### src/design/kcl_pkg.sv
// Package: shared types and constants for the keypad code lock.
package kcl_pkg;

    localparam int ADDR_W = 5;
    localparam int DATA_W = 32;

    // Event kinds
    localparam logic [1:0] KIND_KEY    = 2'd0;
    localparam logic [1:0] KIND_TICK   = 2'd1;
    localparam logic [1:0] KIND_BUTTON = 2'd2;

    // Highest key index that names a real key (hash)
    localparam logic [3:0] KEY_MAX = 4'd11;

    // Result status codes
    localparam logic [2:0] ST_NONE         = 3'd0;
    localparam logic [2:0] ST_KEY_TAKEN    = 3'd1;
    localparam logic [2:0] ST_CORRECT      = 3'd2;
    localparam logic [2:0] ST_WRONG        = 3'd3;
    localparam logic [2:0] ST_ALARM        = 3'd4;
    localparam logic [2:0] ST_IGNORED      = 3'd5;
    localparam logic [2:0] ST_MANUAL_OPEN  = 3'd6;
    localparam logic [2:0] ST_LOCKOUT_OVER = 3'd7;

    // Phase codes
    localparam logic [1:0] PH_IDLE  = 2'd0;
    localparam logic [1:0] PH_OPEN  = 2'd1;
    localparam logic [1:0] PH_ALARM = 2'd2;
    localparam logic [1:0] PH_LOCK  = 2'd3;

    // Register indexes (byte address is 4 * index)
    localparam logic [2:0] REG_CODE_FIRST  = 3'd0;
    localparam logic [2:0] REG_CODE_SECOND = 3'd1;
    localparam logic [2:0] REG_CODE_THIRD  = 3'd2;
    localparam logic [2:0] REG_CODE_FOURTH = 3'd3;
    localparam logic [2:0] REG_MAX_WRONG   = 3'd4;
    localparam logic [2:0] REG_UNLOCK_SEC  = 3'd5;
    localparam logic [2:0] REG_ALARM_SEC   = 3'd6;
    localparam logic [2:0] REG_LOCKOUT_SEC = 3'd7;

    localparam logic [3:0] WRONG_SAT = 4'd15;
    localparam logic [1:0] LAST_KEY_SLOT = 2'd3;

    typedef struct packed {
        logic [1:0] kind;
        logic [3:0] key_index;
    } kcl_item_t;

    typedef struct packed {
        logic [2:0] status;
        logic       lock_engaged;
        logic       buzzer_on;
        logic       alert_pulse;
        logic [2:0] keys_entered;
        logic [3:0] wrong_count;
        logic [7:0] seconds_left;
        logic [1:0] phase;
    } kcl_result_t;

    typedef struct packed {
        logic [3:0] code_key_first;
        logic [3:0] code_key_second;
        logic [3:0] code_key_third;
        logic [3:0] code_key_fourth;
        logic [3:0] max_wrong_codes;
        logic [7:0] unlock_seconds;
        logic [7:0] alarm_seconds;
        logic [7:0] lockout_seconds;
    } kcl_cfg_t;

endpackage

### src/design/kcl_cfg_regs.sv
// Configuration register bank behind the APB-style port.
module kcl_cfg_regs
    import kcl_pkg::*;
(
    input  logic              clk,
    input  logic              rst_n,
    input  logic              psel,
    input  logic              penable,
    input  logic              pwrite,
    input  logic [ADDR_W-1:0] paddr,
    input  logic [DATA_W-1:0] pwdata,
    output logic [DATA_W-1:0] prdata,
    output logic              pready,
    output kcl_cfg_t          cfg
);

    kcl_cfg_t   cfg_reg;
    logic       wr_en;
    logic [2:0] reg_index;

    assign pready    = 1'b1;
    assign wr_en     = psel && penable && pwrite;
    assign reg_index = paddr[ADDR_W-1:2];
    assign cfg       = cfg_reg;

    always_ff @(posedge clk or negedge rst_n)
    begin
        if (!rst_n)
        begin
            cfg_reg.code_key_first  <= 4'd0;
            cfg_reg.code_key_second <= 4'd1;
            cfg_reg.code_key_third  <= 4'd2;
            cfg_reg.code_key_fourth <= 4'd11;
            cfg_reg.max_wrong_codes <= 4'd3;
            cfg_reg.unlock_seconds  <= 8'd5;
            cfg_reg.alarm_seconds   <= 8'd5;
            cfg_reg.lockout_seconds <= 8'd60;
        end
        else if (wr_en)
        begin
            case (reg_index)
                REG_CODE_FIRST:  cfg_reg.code_key_first  <= pwdata[3:0];
                REG_CODE_SECOND: cfg_reg.code_key_second <= pwdata[3:0];
                REG_CODE_THIRD:  cfg_reg.code_key_third  <= pwdata[3:0];
                REG_CODE_FOURTH: cfg_reg.code_key_fourth <= pwdata[3:0];
                REG_MAX_WRONG:   cfg_reg.max_wrong_codes <= pwdata[3:0];
                REG_UNLOCK_SEC:  cfg_reg.unlock_seconds  <= pwdata[7:0];
                REG_ALARM_SEC:   cfg_reg.alarm_seconds   <= pwdata[7:0];
                REG_LOCKOUT_SEC: cfg_reg.lockout_seconds <= pwdata[7:0];
                default:         cfg_reg.code_key_first  <= cfg_reg.code_key_first;
            endcase
        end
    end

    always_comb
    begin
        case (reg_index)
            REG_CODE_FIRST:  prdata = {28'd0, cfg_reg.code_key_first};
            REG_CODE_SECOND: prdata = {28'd0, cfg_reg.code_key_second};
            REG_CODE_THIRD:  prdata = {28'd0, cfg_reg.code_key_third};
            REG_CODE_FOURTH: prdata = {28'd0, cfg_reg.code_key_fourth};
            REG_MAX_WRONG:   prdata = {28'd0, cfg_reg.max_wrong_codes};
            REG_UNLOCK_SEC:  prdata = {24'd0, cfg_reg.unlock_seconds};
            REG_ALARM_SEC:   prdata = {24'd0, cfg_reg.alarm_seconds};
            REG_LOCKOUT_SEC: prdata = {24'd0, cfg_reg.lockout_seconds};
            default:         prdata = '0;
        endcase
    end

endmodule

### src/design/kcl_core.sv
// Lock state and single-pass event update logic.
module kcl_core
    import kcl_pkg::*;
(
    input  logic        clk,
    input  logic        rst_n,
    input  logic        step,
    input  kcl_item_t   item,
    input  kcl_cfg_t    cfg,
    output kcl_result_t result
);

    logic [1:0] phase_reg;
    logic [1:0] phase_next;
    logic [1:0] key_count_reg;
    logic [1:0] key_count_next;
    logic [3:0] wrong_total_reg;
    logic [3:0] wrong_total_next;
    logic [7:0] seconds_reg;
    logic [7:0] seconds_next;
    logic [3:0] keys_reg [3];

    logic [2:0] status;
    logic       beep;
    logic       alert;
    logic       match;
    logic       key_store;
    logic [3:0] wrong_inc;
    logic [7:0] seconds_dec;

    always_comb
    begin
        phase_next       = phase_reg;
        key_count_next   = key_count_reg;
        wrong_total_next = wrong_total_reg;
        seconds_next     = seconds_reg;
        status           = ST_NONE;
        beep             = 1'b0;
        alert            = 1'b0;
        key_store        = 1'b0;
        match            = (keys_reg[0] == cfg.code_key_first)
                        && (keys_reg[1] == cfg.code_key_second)
                        && (keys_reg[2] == cfg.code_key_third)
                        && (item.key_index == cfg.code_key_fourth);
        wrong_inc        = (wrong_total_reg == WRONG_SAT) ? WRONG_SAT
                                                         : wrong_total_reg + 4'd1;
        seconds_dec      = (seconds_reg == 8'd0) ? 8'd0 : seconds_reg - 8'd1;

        case (item.kind)
            KIND_KEY:
            begin
                if (phase_reg != PH_IDLE)
                begin
                    status = ST_IGNORED;
                end
                else if (item.key_index <= KEY_MAX)
                begin
                    status = ST_KEY_TAKEN;
                    if (key_count_reg == LAST_KEY_SLOT)
                    begin
                        key_count_next = 2'd0;
                        if (match)
                        begin
                            status           = ST_CORRECT;
                            wrong_total_next = 4'd0;
                            phase_next       = PH_OPEN;
                            seconds_next     = cfg.unlock_seconds;
                        end
                        else
                        begin
                            status           = ST_WRONG;
                            wrong_total_next = wrong_inc;
                            if (wrong_inc >= cfg.max_wrong_codes)
                            begin
                                status       = ST_ALARM;
                                phase_next   = PH_ALARM;
                                seconds_next = cfg.alarm_seconds;
                            end
                        end
                    end
                    else
                    begin
                        key_store      = 1'b1;
                        key_count_next = key_count_reg + 2'd1;
                    end
                end
            end
            KIND_TICK:
            begin
                if (phase_reg != PH_IDLE)
                begin
                    seconds_next = seconds_dec;
                    beep         = (phase_reg == PH_LOCK);
                    if (seconds_dec == 8'd0)
                    begin
                        case (phase_reg)
                            PH_OPEN:
                            begin
                                phase_next = PH_IDLE;
                            end
                            PH_ALARM:
                            begin
                                alert        = 1'b1;
                                phase_next   = PH_LOCK;
                                seconds_next = cfg.lockout_seconds;
                            end
                            PH_LOCK:
                            begin
                                phase_next       = PH_IDLE;
                                wrong_total_next = 4'd0;
                                status           = ST_LOCKOUT_OVER;
                            end
                            default:
                            begin
                                phase_next = phase_reg;
                            end
                        endcase
                    end
                end
            end
            KIND_BUTTON:
            begin
                if (phase_reg inside {PH_IDLE, PH_OPEN})
                begin
                    phase_next   = PH_OPEN;
                    seconds_next = cfg.unlock_seconds;
                    status       = ST_MANUAL_OPEN;
                end
                else
                begin
                    status = ST_IGNORED;
                end
            end
            default:
            begin
                status = ST_NONE;
            end
        endcase

        if (phase_next == PH_ALARM)
        begin
            beep = 1'b1;
        end

        result.status       = status;
        result.lock_engaged = (phase_next != PH_OPEN);
        result.buzzer_on    = beep;
        result.alert_pulse  = alert;
        result.keys_entered = {1'b0, key_count_next};
        result.wrong_count  = wrong_total_next;
        result.seconds_left = seconds_next;
        result.phase        = phase_next;
    end

    always_ff @(posedge clk or negedge rst_n)
    begin
        if (!rst_n)
        begin
            phase_reg       <= PH_IDLE;
            key_count_reg   <= 2'd0;
            wrong_total_reg <= 4'd0;
            seconds_reg     <= 8'd0;
        end
        else if (step)
        begin
            phase_reg       <= phase_next;
            key_count_reg   <= key_count_next;
            wrong_total_reg <= wrong_total_next;
            seconds_reg     <= seconds_next;
        end
    end

    // Collected keys: only the first three are stored, the fourth compares live
    always_ff @(posedge clk)
    begin
        if (step && key_store)
        begin
            keys_reg[key_count_reg] <= item.key_index;
        end
    end

    a_idle_no_seconds: assert property (@(posedge clk) disable iff (!rst_n)
        phase_reg == PH_IDLE |-> seconds_reg == 8'd0)
        else $error("seconds counter nonzero while idle");

    a_busy_key_no_effect: assert property (@(posedge clk) disable iff (!rst_n)
        step && item.kind == KIND_KEY && phase_reg != PH_IDLE
        |=> $stable(key_count_reg) && $stable(wrong_total_reg) && $stable(phase_reg))
        else $error("key changed state while busy");

    a_hold_without_step: assert property (@(posedge clk) disable iff (!rst_n)
        !step |=> $stable(phase_reg) && $stable(seconds_reg) && $stable(key_count_reg))
        else $error("state moved without an item");

    a_alert_enters_lockout: assert property (@(posedge clk) disable iff (!rst_n)
        result.alert_pulse |-> result.phase == PH_LOCK && phase_reg == PH_ALARM)
        else $error("alert outside alarm-to-lockout handover");

endmodule

### src/design/keypad_code_lock_with_lockout_top.sv
// Top level of the four-key code lock: handshake staging, core and register bank.
//
//  channel  | signals                              | direction | payload
//  ---------+--------------------------------------+-----------+--------------
//  item     | item_valid / item_ready / item       | in        | kcl_item_t
//  result   | result_valid / result_ready / result | out       | kcl_result_t
//  config   | psel penable pwrite paddr pwdata ... | in/out    | 32-bit APB
//
// Each transaction passes through the input register and then the result
// register; one transaction per cycle is taken while the result is not stalled.
// The state update in kcl_core sets the rate; nothing iterates.
// Reset (rst_n low, asynchronous) empties both stages, sets the phase to idle,
// clears key, wrong and seconds counts and loads register defaults.
// A stalled result holds the result register; the input register still takes
// one more transaction, then item_ready drops until the result moves on.
module keypad_code_lock_with_lockout_top
    import kcl_pkg::*;
(
    input  logic              clk,
    input  logic              rst_n,
    input  logic              item_valid,
    output logic              item_ready,
    input  kcl_item_t         item,
    output logic              result_valid,
    input  logic              result_ready,
    output kcl_result_t       result,
    input  logic              psel,
    input  logic              penable,
    input  logic              pwrite,
    input  logic [ADDR_W-1:0] paddr,
    input  logic [DATA_W-1:0] pwdata,
    output logic [DATA_W-1:0] prdata,
    output logic              pready
);

    logic        item_valid_reg;
    kcl_item_t   item_reg;
    logic        result_valid_reg;
    kcl_result_t result_reg;
    kcl_result_t core_result;
    kcl_cfg_t    cfg;
    logic        advance;
    logic        step;

    // Result stage can take a new value when empty or being drained
    assign advance    = !result_valid_reg || result_ready;
    // Apply the buffered transaction to the lock state when it moves forward
    assign step       = item_valid_reg && advance;
    // Input stage frees up when empty or when its transaction moves on
    assign item_ready = !item_valid_reg || advance;

    assign result_valid = result_valid_reg;
    assign result       = result_reg;

    kcl_cfg_regs u_cfg_regs (
        .clk     (clk),
        .rst_n   (rst_n),
        .psel    (psel),
        .penable (penable),
        .pwrite  (pwrite),
        .paddr   (paddr),
        .pwdata  (pwdata),
        .prdata  (prdata),
        .pready  (pready),
        .cfg     (cfg)
    );

    kcl_core u_core (
        .clk    (clk),
        .rst_n  (rst_n),
        .step   (step),
        .item   (item_reg),
        .cfg    (cfg),
        .result (core_result)
    );

    // Stage control: load on accept, drop when the transaction moves on
    always_ff @(posedge clk or negedge rst_n)
    begin
        if (!rst_n)
        begin
            item_valid_reg   <= 1'b0;
            result_valid_reg <= 1'b0;
        end
        else
        begin
            if (item_ready)
            begin
                item_valid_reg <= item_valid;
            end
            if (advance)
            begin
                result_valid_reg <= item_valid_reg;
            end
        end
    end

    // Payload registers: hold while stalled
    always_ff @(posedge clk)
    begin
        if (item_ready && item_valid)
        begin
            item_reg <= item;
        end
        if (step)
        begin
            result_reg <= core_result;
        end
    end

endmodule
### config.mk
export PLATFORM = sky130hd
export DESIGN_NAME = keypad_code_lock_with_lockout_top
export DESIGN_NICKNAME = d
export VERILOG_FILES = /design/src/design/kcl_pkg.sv /design/src/design/kcl_cfg_regs.sv /design/src/design/kcl_core.sv /design/src/design/keypad_code_lock_with_lockout_top.sv
export SDC_FILE = /design/constraint.sdc
export NUM_CORES = 1
export LEC_CHECK = 0
export CORE_MARGIN = 5
export CORE_UTILIZATION = 55
export DETAILED_ROUTE_END_ITERATION = 6
export DONT_BUFFER_PORTS = 1
export GPL_ROUTABILITY_DRIVEN = 0
export PLACE_DENSITY = 0.7
export SLEW_MARGIN = 10
export SYNTH_ARGS = -nofsm -noshare
export SYNTH_HDL_FRONTEND = slang
export SYNTH_SLANG_ARGS = --single-unit
export TNS_END_PERCENT = 20
### constraint.sdc
create_clock -name clk -period 3.65 [get_ports clk]
set_clock_uncertainty 0.05 [all_clocks]
set_input_delay 0.1825 -clock clk [delete_from_list [all_inputs] [get_ports clk]]
set_output_delay 0.1825 -clock clk [all_outputs]
set_load 0.05 [all_outputs]
==> results.cfg <==
[status]
status = completed

[cells_and_area]
diodes = 0
nets = 630
syn_to_final_growth_pct = 6.05
final_common_cell = mux2_2
drive_above_1_share_pct = 19.1
final_cell_mix = mux2_2, dfrtp_1, nor2_1, edfxtp_1, nand2_1
largest_reg_flops = 44

[worst_setup_path]
path_common_cell = ha_1
path_buf_inv = 0
crit_path_top_delay_cell = o21a_1
path_max_fanout = 20
reg2reg_depth = 10
critPathMaxStageDelay_ns = 0.57
cp.arrival_ns = 3.16
worst_setup_path_end_kind = flop
path_cells = ha_1, nand3_1, and2_1, ha_1, nand2b_1, a21oi_1, o21a_1, nor3_1, o21bai_1, o22ai_1
crit_required_ns = 3.74
start_kind = flop
reg2reg_to = result[18]$_SDFFCE_PN1P_
r2r_slack_ns = 0.58
crit_start = u_core.wrong_total_reg[0]$_DFFE_PN0P_
crit_family = compound AO/OA/AOI/OAI gates
r2r-start = u_core.wrong_total_reg[0]$_DFFE_PN0P_
critical_path_class = reg2reg

[worst_hold_path]
hold_end = u_cfg_regs.cfg[27]$_DFFE_PN0P_
hold_path_class = in2reg
hp-start = paddr[2]
holdPathStages = 2

[sta]
rsz0062_at_grt = no
setup_viol = 0
tightest_slew_ns = 1.15
final_hold_viol_count = 0
slew_headroom_pct = 24.7
whs_ns = 0.121
fin_crit_sh_pct = 84.1
timing.fmax_ghz = 0.326
min_period_ns = 3.07
timing.final.max_slew_violations = 0
fin_setup_tns_ns = 0

[global_routing]
grt_overflow = 0
grt_pass1_vias = 4414
grt_pass1_wl_mm = 23.9
track_usage_pct = 23.6
grt_max_degree = 63
antenna_found_initial = 0

[drt]
wl_per_cell_um = 20.5
routed_via_density = 6.24
drt_pass1_iterations = 5
drc = 0
drt_iter0_drc = 439
vias = 4465
wl_mm = 14.7
ant_nets = 0

[clocking]
cts_root_buf = clkbuf_8
post_cts_buffers = 0
cts_buffers = 9
clockBufferDepth = 2
cts_max_level = 3
clk_latency_ns = 0.39
cts.sinks = 102
cts_tree = done
holdBufCountCts = 18
cts_resized = 0
path_clk_slew_ns = 0.10

[placed_design]
place_hpwl_mm = 10.4
io_buffers = 0

[power]
p_clk_share_pct = 20.4
intPower_mw = 2.02
p_switching_mw = 1.27
swShare_pct = 38.7
leakagePower_nw = 2.47
irDropWorstVdd_uv = 364
power_density_mw_per_mm2 = 521
seqPwrFrac_pct = 53.6
p_comb_share_pct = 26.0

[synthesis]
synth_area_leaders = edfxtp_1, dfrtp_1, mux2_2
synthDistinctLibCells = 68
synth_top_area_share_pct = 20.2
synthCells = 567
syn-cell-area_sq_mm = 0.00596
synthFlopType = dfrtp_1
synth.ff_latch_count = 102
yosysSeqAreaShare_pct = 46.5
async_flop_share_pct = 60.8
yosysTopAreaCell = edfxtp_1
yosysWarnings = 0
synth_edf_count = 40
post_synth.cell_area_avg_sq_um = 10.5

[floorplanning]
die_y_um = 114
coreArea_sq_mm = 0.0107
fp.dieArea_sq_mm = 0.0130
rows = 38
die_w_um = 114
initial_core_util_pct = 55.5
io_pins = 108

[job]
maxCapViolations = 0
[synth_stat cells, drive strengths merged, types with 12 or more instances]
library cell	number
dfstp	15
o21ai	30
or3	12
inv	20
nand3	16
nor2	46
xor2	17
nand2	30
a21oi	21
dfrtp	47
clkbuf	23
mux2	56
buf	34
a31oi	21
edfxtp	40
[stage by stage]
| stage | cell area (sq um) | util (%) | total power, mW | setup WS (ns) | std cells |
|---|---|---|---|---|---|
| floorplan | 6050 | - | 2.42 | 0.946 | 591 |
| global placement | 5940 | 55.3 | 2.56 | 0.752 | 681 |
| detailed placement | 5940 | 55.3 | 2.59 | 0.671 | 681 |
| CTS | 6320 | 58.8 | 3.30 | 0.641 | 715 |
| global route | 6320 | 58.8 | 3.49 | 0.400 | 715 |
| finish | 6320 | 58.8 | 3.30 | 0.581 | 715 |
[logic make-up after synthesis]
kind of cell             synth area share [%]
AO/OA/AOI/OAI                            14.3
buffers and inverters                    6.99
multiplexers                             13.1
adder cells (fa/ha/maj)                  2.10
other                                   0.126
XOR/XNOR                                 2.50
flip-flops                               46.5
AND/OR/NAND/NOR                          14.4
[per-layer routing]
layer | wire [um] | global-route usage [%]
met4 | 396 | 8.39
met2 | 7160 | 38.1
met1 | 5920 | 30.4
met5 | 0 | 0
met3 | 1210 | 6.87
[cell type report]
type                    instances  area (sq um)
multi-input cells             411          2860
well taps                     140           175
inverters                      21          78.8
fillers                       912          4420
clock buffers                  10           128
clock inverters                 6          55.1
repair buffers                 25           250
flip-flops and latches        102          2770
[worst max path at each step]
| stage | endpoint | slack [ns] | cells past startpoint |
|---|---|---|---|
| after floorplan | result[18]$_SDFFCE_PN1P_ | 0.95 | 12 |
| after global placement | result[18]$_SDFFCE_PN1P_ | 0.75 | 10 |
| after detailed placement | result[18]$_SDFFCE_PN1P_ | 0.67 | 10 |
| after CTS | result[18]$_SDFFCE_PN1P_ | 0.64 | 10 |
| after global routing | result[18]$_SDFFCE_PN1P_ | 0.40 | 10 |
| final | result[18]$_SDFFCE_PN1P_ | 0.58 | 10 |
[power by group through the flow]
stage / clock network (mW) / registers (mW) / logic, mW
finish: 0.672 / 1.77 / 0.857
global route: 0.747 / 1.79 / 0.952
CTS: 0.694 / 1.76 / 0.849
detailed placement: 0 / 1.78 / 0.807
global placement: 0 / 1.78 / 0.783
floorplan: 0 / 1.65 / 0.780
Power figures use the tool's default switching activity.
